**config.mk**
```make
export PLATFORM = sky130hd
export DESIGN_NAME = head_len_tail_frame_parser_flat
export DESIGN_NICKNAME = d
export VERILOG_FILES = /design/src/hdl/hltfp_pkg.sv /design/src/hdl/hltfp_in_if.sv /design/src/hdl/hltfp_out_if.sv /design/src/hdl/hltfp_parse.sv /design/src/hdl/hltfp_queue.sv /design/src/hdl/head_len_tail_frame_parser.sv /design/src/flat_wrapper.sv
export SDC_FILE = /design/constraint.sdc
export NUM_CORES = 1
export LEC_CHECK = 0
export ABC_AREA = 1
export BUFFER_PORTS_ARGS = -buffer_cell sky130_fd_sc_hd__buf_2
export CAP_MARGIN = 10
export CORE_ASPECT_RATIO = 0.75
export CORE_MARGIN = 5
export CORE_UTILIZATION = 30
export CTS_CLUSTER_DIAMETER = 40
export DETAILED_ROUTE_END_ITERATION = 10
export PLACE_DENSITY = 0.57
export SLEW_MARGIN = 0
export SYNTH_ARGS = -nofsm -noshare
export SYNTH_HDL_FRONTEND = slang
export SYNTH_SLANG_ARGS = --single-unit
```
**constraint.sdc**
```tcl
create_clock -name clk_i -period 2.6 [get_ports clk_i]
set_clock_uncertainty 0.1 [all_clocks]
set_input_delay 0.13 -clock clk_i [delete_from_list [all_inputs] [get_ports clk_i]]
set_output_delay 0.13 -clock clk_i [all_outputs]
set_load 0.1 [all_outputs]
```
**src/hdl/hltfp_pkg.sv**
```systemverilog
package hltfp_pkg;

  localparam logic [7:0] HdrA  = 8'hFF;
  localparam logic [7:0] HdrB  = 8'hEE;
  localparam logic [7:0] TailA = 8'hEE;
  localparam logic [7:0] TailB = 8'hFF;

  typedef enum logic [4:0] {
    PhHunt = 5'b00001,
    PhLen  = 5'b00010,
    PhPay  = 5'b00100,
    PhT1   = 5'b01000,
    PhT2   = 5'b10000
  } phase_e;

  typedef struct packed {
    logic [7:0] out_byte;
    logic       frame_end;
    logic       tail_good;
  } res_t;

  typedef struct packed {
    logic first;
    logic second;
  } push_t;

endpackage

```
**src/hdl/hltfp_in_if.sv**
```systemverilog
interface hltfp_in_if;
  logic       valid;
  logic       ready;
  logic [7:0] in_byte;

  modport source (output valid, output in_byte, input ready);
  modport sink (input valid, input in_byte, output ready);
endinterface

```
**src/hdl/hltfp_out_if.sv**
```systemverilog
interface hltfp_out_if;
  logic       valid;
  logic       ready;
  logic [7:0] out_byte;
  logic       frame_end;
  logic       tail_good;

  modport source (output valid, output out_byte, output frame_end, output tail_good,
                  input ready);
  modport sink (input valid, input out_byte, input frame_end, input tail_good,
                output ready);
endinterface

```
**src/hdl/hltfp_parse.sv**
```systemverilog
module hltfp_parse import hltfp_pkg::*; (
  input  logic       clk_i,
  input  logic       rst_ni,
  input  logic       beat_i,
  input  logic [7:0] byte_i,
  output push_t      push_o,
  output res_t       res0_o,
  output res_t       res1_o
);

  phase_e     phase_q, phase_d;
  logic       last_ff_q, last_ff_d;
  logic [7:0] left_q, left_d;
  logic       tail_ok_q, tail_ok_d;
  push_t      push;

  always_comb begin
    phase_d   = phase_q;
    last_ff_d = last_ff_q;
    left_d    = left_q;
    tail_ok_d = tail_ok_q;
    push      = '0;
    res0_o    = '{out_byte: byte_i, frame_end: 1'b0, tail_good: 1'b0};
    res1_o    = '{out_byte: HdrB, frame_end: 1'b0, tail_good: 1'b0};
    case (phase_q)
      PhLen: begin
        push.first = 1'b1;
        left_d     = byte_i;
        phase_d    = (byte_i != 8'd0) ? PhPay : PhT1;
      end
      PhPay: begin
        push.first = 1'b1;
        left_d     = left_q - 8'd1;
        if (left_q == 8'd1) begin
          phase_d = PhT1;
        end
      end
      PhT1: begin
        push.first = 1'b1;
        tail_ok_d  = (byte_i == TailA);
        phase_d    = PhT2;
      end
      PhT2: begin
        push.first       = 1'b1;
        res0_o.frame_end = 1'b1;
        res0_o.tail_good = tail_ok_q && (byte_i == TailB);
        phase_d          = PhHunt;
        last_ff_d        = 1'b0;
        tail_ok_d        = 1'b0;
      end
      default: begin
        if (last_ff_q && (byte_i == HdrB)) begin
          push.first      = 1'b1;
          push.second     = 1'b1;
          res0_o.out_byte = HdrA;
          last_ff_d       = 1'b0;
          phase_d         = PhLen;
        end else begin
          last_ff_d = (byte_i == HdrA);
          phase_d   = PhHunt;
        end
      end
    endcase
  end

  assign push_o = beat_i ? push : '0;

  always_ff @(posedge clk_i or negedge rst_ni) begin
    if (!rst_ni) begin
      phase_q   <= PhHunt;
      last_ff_q <= 1'b0;
      left_q    <= 8'd0;
      tail_ok_q <= 1'b0;
    end else if (beat_i) begin
      phase_q   <= phase_d;
      last_ff_q <= last_ff_d;
      left_q    <= left_d;
      tail_ok_q <= tail_ok_d;
    end
  end

endmodule

```
**src/hdl/hltfp_queue.sv**
```systemverilog
module hltfp_queue import hltfp_pkg::*; #(
  parameter int unsigned DEPTH = 4
) (
  input  logic  clk_i,
  input  logic  rst_ni,
  input  push_t push_i,
  input  res_t  res0_i,
  input  res_t  res1_i,
  input  logic  pop_i,
  output logic  full_o,
  output logic  valid_o,
  output res_t  head_o
);

  localparam int unsigned AW = $clog2(DEPTH);
  localparam int unsigned CW = $clog2(DEPTH + 1);

  res_t          mem_q [DEPTH];
  logic [AW-1:0] wr_q, wr_d, wr_nxt, rd_q, rd_d;
  logic [CW-1:0] cnt_q, cnt_d;

  function automatic logic [AW-1:0] inc(input logic [AW-1:0] p);
    if (p == AW'(DEPTH - 1)) begin
      return '0;
    end
    return p + 1'b1;
  endfunction

  assign wr_nxt  = inc(wr_q);
  assign full_o  = cnt_q > CW'(DEPTH - 2);
  assign valid_o = cnt_q != '0;
  assign head_o  = mem_q[rd_q];

  always_comb begin
    wr_d = wr_q;
    if (push_i.first) begin
      wr_d = push_i.second ? inc(wr_nxt) : wr_nxt;
    end
    rd_d  = pop_i ? inc(rd_q) : rd_q;
    cnt_d = cnt_q + CW'(push_i.first) + CW'(push_i.second) - CW'(pop_i);
  end

  always_ff @(posedge clk_i) begin
    if (push_i.first) begin
      mem_q[wr_q] <= res0_i;
    end
    if (push_i.second) begin
      mem_q[wr_nxt] <= res1_i;
    end
  end

  always_ff @(posedge clk_i or negedge rst_ni) begin
    if (!rst_ni) begin
      wr_q  <= '0;
      rd_q  <= '0;
      cnt_q <= '0;
    end else begin
      wr_q  <= wr_d;
      rd_q  <= rd_d;
      cnt_q <= cnt_d;
    end
  end

endmodule

```
**src/hdl/head_len_tail_frame_parser.sv**
```systemverilog
// Byte-stream deframer: hunts for header FF EE, then passes the length byte L, L payload
// bytes and two tail bytes, one output beat per frame byte; the final tail beat has
// frame_end set and tail_good set only if the tail was EE FF, so the consumer drops frames
// ending with tail_good low. One input beat is taken every cycle while ready is high; each
// beat goes through the parser state update in the same cycle and its results are registered
// into an OUT_DEPTH-entry result queue, whose head is offered on the output. The beat that
// completes a header yields two results, and input ready drops only while the queue holds
// more than OUT_DEPTH-2 results; at OUT_DEPTH 4 that happens only on an output stall.
module head_len_tail_frame_parser import hltfp_pkg::*; #(
  parameter int unsigned OUT_DEPTH = 4
) (
  input  logic       clk_i,
  input  logic       rst_ni,
  hltfp_in_if.sink   in_i,
  hltfp_out_if.source out_o
);

  logic  beat;
  logic  pop;
  logic  full;
  logic  head_valid;
  push_t push;
  res_t  res0, res1, head;

  assign in_i.ready = !full;
  assign beat       = in_i.valid && !full;
  assign pop        = head_valid && out_o.ready;

  hltfp_parse u_parse (
    .clk_i  (clk_i),
    .rst_ni (rst_ni),
    .beat_i (beat),
    .byte_i (in_i.in_byte),
    .push_o (push),
    .res0_o (res0),
    .res1_o (res1)
  );

  hltfp_queue #(
    .DEPTH (OUT_DEPTH)
  ) u_queue (
    .clk_i   (clk_i),
    .rst_ni  (rst_ni),
    .push_i  (push),
    .res0_i  (res0),
    .res1_i  (res1),
    .pop_i   (pop),
    .full_o  (full),
    .valid_o (head_valid),
    .head_o  (head)
  );

  assign out_o.valid     = head_valid;
  assign out_o.out_byte  = head.out_byte;
  assign out_o.frame_end = head.frame_end;
  assign out_o.tail_good = head.tail_good;

endmodule

```
**src/flat_wrapper.sv**
```systemverilog
// flat-port wrapper written by rule: the top's interface ports become plain ports
module head_len_tail_frame_parser_flat import hltfp_pkg::*;
#(
  parameter int unsigned OUT_DEPTH = 4
)
  (clk_i, rst_ni, in_i_valid, in_i_in_byte, in_i_ready, out_o_valid, out_o_out_byte, out_o_frame_end, out_o_tail_good, out_o_ready);
  hltfp_in_if in_i_i ();
  hltfp_out_if out_o_i ();
  input  logic clk_i;
  input  logic rst_ni;
  input wire logic [$bits(in_i_i.valid)-1:0] in_i_valid;
  input wire logic [$bits(in_i_i.in_byte)-1:0] in_i_in_byte;
  output wire logic [$bits(in_i_i.ready)-1:0] in_i_ready;
  output wire logic [$bits(out_o_i.valid)-1:0] out_o_valid;
  output wire logic [$bits(out_o_i.out_byte)-1:0] out_o_out_byte;
  output wire logic [$bits(out_o_i.frame_end)-1:0] out_o_frame_end;
  output wire logic [$bits(out_o_i.tail_good)-1:0] out_o_tail_good;
  input wire logic [$bits(out_o_i.ready)-1:0] out_o_ready;
  assign in_i_i.valid = in_i_valid;
  assign in_i_i.in_byte = in_i_in_byte;
  assign in_i_ready = in_i_i.ready;
  assign out_o_valid = out_o_i.valid;
  assign out_o_out_byte = out_o_i.out_byte;
  assign out_o_frame_end = out_o_i.frame_end;
  assign out_o_tail_good = out_o_i.tail_good;
  assign out_o_i.ready = out_o_ready;
  head_len_tail_frame_parser #(.OUT_DEPTH(OUT_DEPTH)) u_core (.clk_i(clk_i), .rst_ni(rst_ni), .in_i(in_i_i), .out_o(out_o_i));
endmodule
```
Word-level counts from Yosys, hierarchy flattened
Memories as Yosys holds them, arrays and structs flattened.
Cells that the tools add are included.
{"block": "word_totals", "ff_bits": 22, "mem_count": 1, "in_bits": 12, "ram_bits": 40, "out_inout_bits": 12}
{"memory": "u_core.u_queue.mem_q", "depth": 4, "width": 10, "rd": 1, "rd_ports_with_merged_regs": 0, "write_ports": 2, "line_no": "hltfp_queue.sv:18", "text": "res_t mem_q [DEPTH];"}
{"block": "op_classes", "bitwise_logic": 1, "n_lt_le_gt_ge": 1, "eq_ne": 11, "n_mux": 30, "add_sub_neg": 7, "n_reduce_logical": 15}
{"op": "2-to-1 mux 2 bit", "count": 11}
{"op": "case mux 5 bit (4 select lines)", "count": 1}
{"op": "== test 8 bit (second input constant)", "count": 2}
{"op": "2-to-1 mux 8 bit", "count": 2}
{"op": "case mux 8 bit (2 select lines)", "count": 1}
{"op": "2-to-1 mux 1 bit", "count": 11}
{"op": "== test 8 x 1 -> 1 bit (second input constant)", "count": 1}
{"op": "AND reduction 2 bit", "count": 4}
{"op": "nonzero test 8 bit", "count": 1}
{"op": "subtractor 8 x 1 -> 8 bit (second input constant)", "count": 1}
{"op": "adder 2 x 1 -> 2 bit (second input constant)", "count": 3}
{"op": "adder 3 x 1 -> 3 bit", "count": 2}
{"op": "== test 2 bit (second input constant)", "count": 3}
{"op": "== test 5 x 2 -> 1 bit (second input constant)", "count": 1}
{"op": "== test 5 x 3 -> 1 bit (second input constant)", "count": 1}
{"op": "== test 5 x 4 -> 1 bit (second input constant)", "count": 1}
{"op": "== test 5 bit (second input constant)", "count": 1}
{"op": "2-to-1 mux 5 bit", "count": 1}
{"op": "logical AND 1 bit", "count": 4}
{"op": "2-to-1 mux 4 bit", "count": 1}
{"op": "case mux 1 bit (2 select lines)", "count": 2}
{"op": "nonzero test 2 bit", "count": 2}
{"op": "OR reduction 4 bit", "count": 1}
{"op": "> comparator 3 x 2 -> 1 bit (second input constant)", "count": 1}
{"op": "other kinds (6)", "count": 6}

Logic depth before layout (Yosys ltp)
Gate-level depths: netlist (run 1).
{"block": "logic_depth", "depth_word": 8, "ltp_mapped": 13, "ltp_nobuf": 13}

By module
A second synthesis (run 1) with hierarchy kept.
{"block": "hier_totals", "hier_cells": 458, "hier_area_um2": 3719.8}
{"module": "hltfp_queue", "cells_each": 250, "seq_area_each_um2": 1376.3, "instances": 1, "area_per_inst_um2": 2454.9}
{"module": "hltfp_parse", "cells_each": 203, "seq_area_each_um2": 376.6, "instances": 1, "area_per_inst_um2": 1243.7}
{"module": "head_len_tail_frame_parser", "cells_each": 5, "seq_area_each_um2": 0.0, "instances": 1, "area_per_inst_um2": 21.3}

Least setup slack after synthesis (run 1)
No wires, ideal clock.
{"block": "synth_timing", "path_kind": "register to register", "startpoint": "register u_core.u_queue.cnt_q[1]", "endpoint": "register u_core.u_queue.cnt_q[2]", "stages_incl_launch_ff": 13, "slack_ps": -612, "period_less_slack_ps": 3212, "required_ps": 2377, "arrival_ps": 2989, "setup_time_ps": 123, "n_path_buf": 0, "path_cell_list": "dfrtp_1 > inv_1 > ha_1 > inv_1 > nand2_1 > nand2_4 > nor2_8 > inv_1 > ha_1 > inv_1 > fa_1 > fa_1 > xnor2_1"}
{"block": "synth_via", "elab_chain_len": 7}
{"item": "start: declaration", "line_no": "hltfp_queue.sv:20", "text": "logic [CW-1:0] cnt_q, cnt_d;"}
{"item": "start signal: assignment", "line_no": "hltfp_queue.sv:60", "text": "cnt_q <= cnt_d;"}
{"item": "> comparator 3 x 2 -> 1 bit *", "line_no": "hltfp_queue.sv:30", "text": "assign full_o = cnt_q > CW'(DEPTH - 2);"}
{"item": "zero test 1 bit *"}
{"item": "net in_i_ready", "line_no": "flat_wrapper.sv:13", "text": "output wire logic [$bits(in_i_i.ready)-1:0] in_i_ready;"}
{"item": "logical AND 1 bit *", "line_no": "head_len_tail_frame_parser.sv:26", "text": "assign beat = in_i.valid && !full;"}
{"item": "2-to-1 mux 2 bit *", "line_no": "hltfp_parse.sv:66", "text": "assign push_o = beat_i ? push : '0;"}
{"item": "adder 3 x 1 -> 3 bit", "line_no": "hltfp_queue.sv:40", "text": "cnt_d = cnt_q + CW'(push_i.first) + CW'(push_i.second) - CW'(pop_i);"}
{"item": "adder 3 x 1 -> 3 bit *", "line_no": "hltfp_queue.sv:40"}
{"item": "subtractor 3 x 1 -> 3 bit *", "line_no": "hltfp_queue.sv:40"}
{"item": "net u_core.u_queue.cnt_d[2]", "line_no": "hltfp_queue.sv:20"}
The timed path passes the listed nets; every way through them passes the cells marked *.
A chain may end at the register's enable or synchronous reset.

Worst setup path in the final report (run 1)
{"block": "layout_timing", "startpoint": "register u_core.u_parse.phase_q[0]", "endpoint": "register u_core.u_queue.cnt_q[2]"}
{"block": "layout_via", "elab_chain_len": 7}
{"item": "start: declaration", "line_no": "hltfp_parse.sv:11", "text": "phase_e phase_q, phase_d;"}
{"item": "start signal: assignment", "line_no": "hltfp_parse.sv:70", "text": "phase_q <= PhHunt;"}
{"item": "start signal: assignment", "line_no": "hltfp_parse.sv:75", "text": "phase_q <= phase_d;"}
{"item": "== test 5 bit (tied with other cells)", "line_no": "hltfp_parse.sv:25", "text": "case (phase_q)"}
{"item": "OR reduction 4 bit (no line) *"}
{"item": "2-to-1 mux 1 bit", "line_no": "hltfp_parse.sv:25"}
{"item": "2-to-1 mux 2 bit *", "line_no": "hltfp_parse.sv:66"}
{"item": "adder 3 x 1 -> 3 bit", "line_no": "hltfp_queue.sv:40"}
{"item": "adder 3 x 1 -> 3 bit *", "line_no": "hltfp_queue.sv:40"}
{"item": "subtractor 3 x 1 -> 3 bit *", "line_no": "hltfp_queue.sv:40"}
{"item": "net u_core.u_queue.cnt_d[2]", "line_no": "hltfp_queue.sv:20"}
Marks and branches as above.

==> flow_summary.toml, run 1 <==
[status]
status = "complete, no violations"

[floorplan]
pin_count = 24
die_h_um = 104.2
design.core.area_um2 = 11610
num_rows = 34
die_w_um = 135.6
dieArea_um2 = 14140
initial_core_util = 0.3059

[place]
gp_congestion = 0.7898
place_worst_setup_slack_ns = 0.06573
dp_hpwl_um = 6932
port_buffers = 23

[cts]
cts_sinks = 62
htreeDepth = 3
cts_tree = "done"
postCtsSetupRepairBufs = 0
cts_made_buffers = 9
clock_path_buffers = 2
clk_transition_reported_paths_ns = 0.06
cts-root-buf = "clkbuf_16"
clk-insertion-delay-late_ns = 0.33

[grt]
grt_pass1_vias = 3125
grt_max_degree = 33
antenna_found_initial = 0
grt_pass1_wl_um = 16290
grt_usage = 0.1456
overflow = 0

[synth]
synth_compound_area_frac = 0.09616
yosys_warnings = 0
ys_seq_area_frac = 0.3808
syn_avg_cell_area_um2 = 7.542
ys_seq_elements = 62
netlist_area_um2 = 3552
synthFlopType = "dfxtp_1"
yosysTopAreaCellShare = 0.2254
synth_most_common_cell = "nand2_1"
synth-simple-area-share = 0.3688
synth.area.mux_share = 0
post-synth-top-area-cell = "dfxtp_1"
synthTopCellsByArea = "dfxtp_1 23%, dfrtp_1 15%, nand2_1 9.7%, nor2_1 6.1%, nand4_1 5.6%"
ys_types = 38
synth-xor-area-share = 0.007397
syn_nets = 495
synth_top_family_by_area = "simple AND/OR/NAND/NOR gates"
synthAdderAreaFrac = 0.04650
synthTopCellsByCount = "92 x nand2_1, 58 x nor2_1, 50 x inv_1"
async_flop_share = 0.3548
syn_inst = 471
synth-edff-count = 0

[hold_path]
min_from = "in_i_in_byte[4]"
hp-class = "in -> reg"

[timing]
drv_slew = 0
fin_crit_sh = 0.9659
setup_ws_ns = 0.08863
rsz0062_at_grt = "yes"
max_clock_freq_mhz = 398.2
hold_viol_final = 0
slew_headroom = 0.4965
whs_ns = 0.09133
tightestPinTransition_ns = 0.7544
min_period_ns = 2.511
setup_viol = 0

[critical_path]
endpoint_kind = "register"
cp-start-kind = "register"
slowest_delay_ns = 0.56
critPathMaxFanout = 4
cp.required_ns = 2.72
worstPathCellList = "nor2_1, nand3_2, nand2_4, nor2_8, nand2_4, nor2_8, inv_2, ha_1, inv_1, fa_2, fa_2, xnor2_2"
critPathArrivalTime_ns = 2.63
crit_start = "u_core.u_parse.phase_q[0]"
slowest_stage = "dfstp_2"
r2r_setup_slack_ns = 0.09
r2r_start = "u_core.u_parse.phase_q[0]"
criticalPathCategory = "reg -> reg"

[route]
postRouteAntennaNets = 0
drt_iter0_drc = 200
dr_total_vias = 3225
drc = 0
wire_per_inst_um = 14.51
viasPerCell = 4.821
dr.pass1.iters = 5
routed_wl_um = 9708

[finish]
synthToLayoutAreaGrowth_pct = 19.90
antennaDiodeCount = 0
multi_input_area_um2 = 1952
drive_gt1_frac = 0.2150
seqCellArea_um2 = 1353
fin_util = 0.3667
fin_nets = 526
n_fill_cell = 1217

[pwr]
seqPwrFrac = 0.265
comb_power_share = 0.553
power_mw = 6.365
p_sw_frac = 0.5253
max-vdd-ir-drop_uv = 814.0
clkPwrFrac = 0.182
power_switching_mw = 3.343
powerDensity_nw_per_um2 = 1494
leakage_nw = 2.156
internal_power_mw = 3.021

[job]
cap_viol_max_count = 0
power groups by stage:
stage | registers, mW | clock network (mW) | logic [mW]
final | 1.69 | 1.16 | 3.52
after detailed placement | 1.70 | 0 | 3.51
after floorplan | 1.63 | 0 | 2.95
after global routing | 1.75 | 1.23 | 3.87
after global placement | 1.68 | 0 | 3.45
after CTS | 1.68 | 1.19 | 3.52
cell usage in the layout, fill, tap and decap left out, types with 2 or more instances in the layout:
cell type	n
a21oi_1	16
a21oi_2	4
buf_2	23
buf_4	17
clkbuf_16	9
clkbuf_8	3
clkinv_2	3
dfrtp_1	21
dfxtp_1	40
fa_2	2
ha_1	10
inv_1	49
inv_2	6
nand2_1	91
nand2_2	4
nand2_4	7
nand2_8	2
nand3_1	33
nand3_2	5
nand3_4	5
nand4_1	32
nor2_1	58
nor2_2	3
nor2_8	2
nor3_4	2
nor3b_1	2
o211ai_1	2
o21ai_0	34
o22ai_1	2
o22ai_2	6
or2_2	2
xor2_1	2
timing repair:
action,CTS,global route
gates resized for setup,0,2
endpoints found under the setup margin,0,1
hold buffers,1,0
endpoints found under the hold margin,21,0
flip-flops by register name, summed over array words and instances (netlist names):
name / cells
u_core.u_queue.cnt_q: 3
u_core.u_parse.last_ff_q: 1
u_core.u_queue.rd_q: 2
u_core.u_parse.phase_q: 5
u_core.u_parse.tail_ok_q: 1
u_core.u_queue.mem_q: 40
u_core.u_queue.wr_q: 2
u_core.u_parse.left_q: 8
routing by layer:
| metal | vias up | track usage | wire length (um) |
|---|---|---|---|
| met5 | - | 0 | 0 |
| met4 | 0 | 0.03669 | 105 |
| met3 | 10 | 0.04449 | 680 |
| met2 | 98 | 0.2145 | 4197 |
| met1 | 1505 | 0.2068 | 4724 |
| li1 | 1612 | - | - |
worst paths after layout:
path	end	cells after the start
max in group asynchronous	u_core.u_queue.cnt_q[1]	2
max reg2reg	u_core.u_queue.cnt_q[2]	12
min reg2reg	u_core.u_queue.mem_q[2][3]	2
min	u_core.u_parse.tail_ok_q	4
max	u_core.u_queue.cnt_q[2]	12
min in group asynchronous	u_core.u_parse.left_q[7]	2
critical path: cells and delay by family (launching register included):
| family | cells | cell delay (ns) |
|---|---|---|
| buf+inv | 2 | 0.07 |
| xor+xnor | 1 | 0.13 |
| fa+ha+maj | 3 | 0.95 |
| flops | 1 | 0.56 |
| simple gates | 6 | 0.57 |
logic make-up (layout without fill, tap and decap cells):
group                    after synthesis  in the layout
AND/OR/NAND/NOR                      252            252
XOR/XNOR                               3              3
flip-flops                            62             62
AO/OA/AOI/OAI                         65             65
buffers and inverters                 77            113
adder cells (fa/ha/maj)               12             12
stage by stage:
stage | TNS, ns | cells | area, um2
final | 0 | 669 | 4259
after CTS | 0 | 669 | 4249
after detailed placement | 0 | 652 | 3951
after floorplan | -0.06119 | 471 | 3651
after global routing | -0.04317 | 669 | 4259
after global placement | 0 | 652 | 3951
layout make-up:
class                      instances  area share
clock inverter                     3    0.004113
tap                              162     0.04759
sequential                        62      0.3176
inverter                          56     0.04965
timing repair buffer              41     0.05934
clock buffer                      13     0.06345
multi-input combinational        332      0.4583
(Power assumes the default switching activity.)
==> inputs of run 2 (changes only) <==
- SETUP_SLACK_MARGIN: default -> 0.15
==> run 2 against run 1 <==
Sequential cell count unchanged. Non-clock buffer count increased by 8. Critical endpoint is now u_core.u_queue.cnt_q[1]. Sequential power about the same.
==> flow_summary.toml, run 2 (synthesis results as in run 1) <==
[route]
wire_per_inst_um = 14.35
viasPerCell = 4.792
postRouteAntennaNets = 0
routed_wl_um = 9726
wl_met3_um = 647
dr.pass1.iters = 5
wl_met1_um = 4865
dr_total_vias = 3249
top_layer_used = "met4"
drt_iter0_drc = 248
drc = 0
dr_wl_met2_um = 4143

[finish]
mostFrequentLayoutCells = "91 x nand2_1, 57 x nor2_1, 46 x inv_1, 40 x dfxtp_1, 34 x o21ai_0"
multi_input_area_um2 = 1972
regMostFlops = "u_core.u_queue.mem_q"
instances_no_fill = 678
antennaDiodeCount = 0
largest_reg_flops = 40
fin_util = 0.3763
n_fill_cell = 1200
seqCellArea_um2 = 1353
fin_nets = 535
synthToLayoutAreaGrowth_pct = 23.04
drive_gt1_frac = 0.2345
mostFrequentLayoutCell = "nand2_1"
reg.largest.list = "u_core.u_queue.mem_q: 40 flops, u_core.u_parse.left_q: 8 flops, u_core.u_parse.phase_q: 5 flops"

[critical_path]
critPathArrivalTime_ns = 2.60
worstRegToRegCells = 11
cp-start-kind = "register"
cp.depth = 11
slowest_delay_ns = 0.57
cp.required_ns = 2.76
criticalPathCategory = "reg -> reg"
path_buf_inv = 2
r2r_end = "u_core.u_queue.cnt_q[1]"
r2r_start = "u_core.u_parse.phase_q[0]"
crit_family = "adder cells"
slowest_stage = "dfstp_2"
critPathMaxFanout = 4
critPathCapture = "u_core.u_queue.cnt_q[1]"
r2r_setup_slack_ns = 0.16
worstPathCellList = "nor2_4, nand3_4, nand2_4, nor2_8, nand2_4, nor2_8, inv_2, ha_4, inv_2, fa_2, fa_2"
endpoint_kind = "register"
crit_start = "u_core.u_parse.phase_q[0]"

[job]
cap_viol_max_count = 0

[cts]
clock_path_buffers = 2
clk_transition_reported_paths_ns = 0.05
cts_tree = "done"
cts_sinks = 62
htreeDepth = 3
cts_made_buffers = 9
cts-root-buf = "clkbuf_16"
clk-insertion-delay-late_ns = 0.33

[pwr]
max-vdd-ir-drop_uv = 886.3
leakage_nw = 2.190
powerDensity_nw_per_um2 = 1483

[place]
gp_congestion = 0.8079
port_buffers = 23
dp_cells = 652
dp_hpwl_um = 6828

[timing]
finalSetupTns_ns = 0
fin_crit_sh = 0.9389
drv_slew = 0
setup_viol = 0
rsz0062_at_grt = "yes"
hold_viol_final = 0
min_period_ns = 2.441
whs_ns = 0.1097
tightestPinTransition_ns = 0.6350
max_clock_freq_mhz = 409.7
slew_headroom = 0.5743

[hold_path]
hp-class = "in -> reg"
min_from = "in_i_in_byte[4]"

[grt]
antenna_found_initial = 0
overflow = 0
grt_pass1_wl_um = 15990
grt_max_degree = 33
grt_usage = 0.1419
grt_pass1_vias = 3088

[floorplan]
initial_core_util = 0.3059
design.core.area_um2 = 11610
dieArea_um2 = 14140
die_h_um = 104.2
pin_count = 24
die_w_um = 135.6
num_rows = 34

[status]
status = "complete, no violations"
[run 2: cell type report]
type	instances	area share
multi-input cells	332	0.4512
repair buffers	49	0.07157
repair inverters	1	0.001145
flip-flops and latches	62	0.3095
well taps	162	0.04638
clock inverters	2	0.002290
clock buffers	14	0.06785
inverters	56	0.05010
[run 2: power by group]
group	leakage, nW	internal (mW)	switching [mW]
sequential	0.605	1.42	0.293
clock	0.153	0.785	0.430
combinational	1.43	0.905	2.65
[run 2: worst min path at each step]
stage | to | cells after the start
finish | u_core.u_parse.tail_ok_q | 4
global route | u_core.u_queue.mem_q[1][8] | 4
CTS | u_core.u_parse.tail_ok_q | 4
detailed placement | u_core.u_parse.left_q[2] | 1
global placement | u_core.u_parse.left_q[1] | 1
floorplan | u_core.u_parse.last_ff_q | 0
[run 2: metal layers]
metal	vias up	track usage
li1	1633	-
met1	1509	0.2095
met5	-	0
met2	97	0.2031
met3	10	0.04207
met4	0	0.03094
[run 2: what timing repair did]
| action | 4_1_cts | 5_1_grt |
|---|---|---|
| hold endpoints to repair | 21 | 0 |
| setup endpoints to repair | 2 | 5 |
| cloned | 0 | 1 |
| hold buffers | 1 | 0 |
| pin swaps | 3 | 2 |
| setup buffers | 3 | 5 |
| resized for setup | 6 | 2 |
[run 2: worst register-to-register path: cells and delay by family (launching register included)]
family,cells,cell delay (ns)
adder cells (fa/ha/maj),3,1.10
flip-flops,1,0.57
AND/OR/NAND/NOR,6,0.54
buffers and inverters,2,0.08
[run 2: metrics by stage]
stage          power (mW)  setup slack [ns]  cell area [um2]
5_1_grt             6.947           0.06839             4370
6_report            6.481            0.1589             4370
2_1_floorplan       4.579          -0.05696             3651
3_3_place_gp        5.119            0.1164             3951
3_5_place_dp        5.192           0.07713             3951
4_1_cts             6.458            0.1453             4320
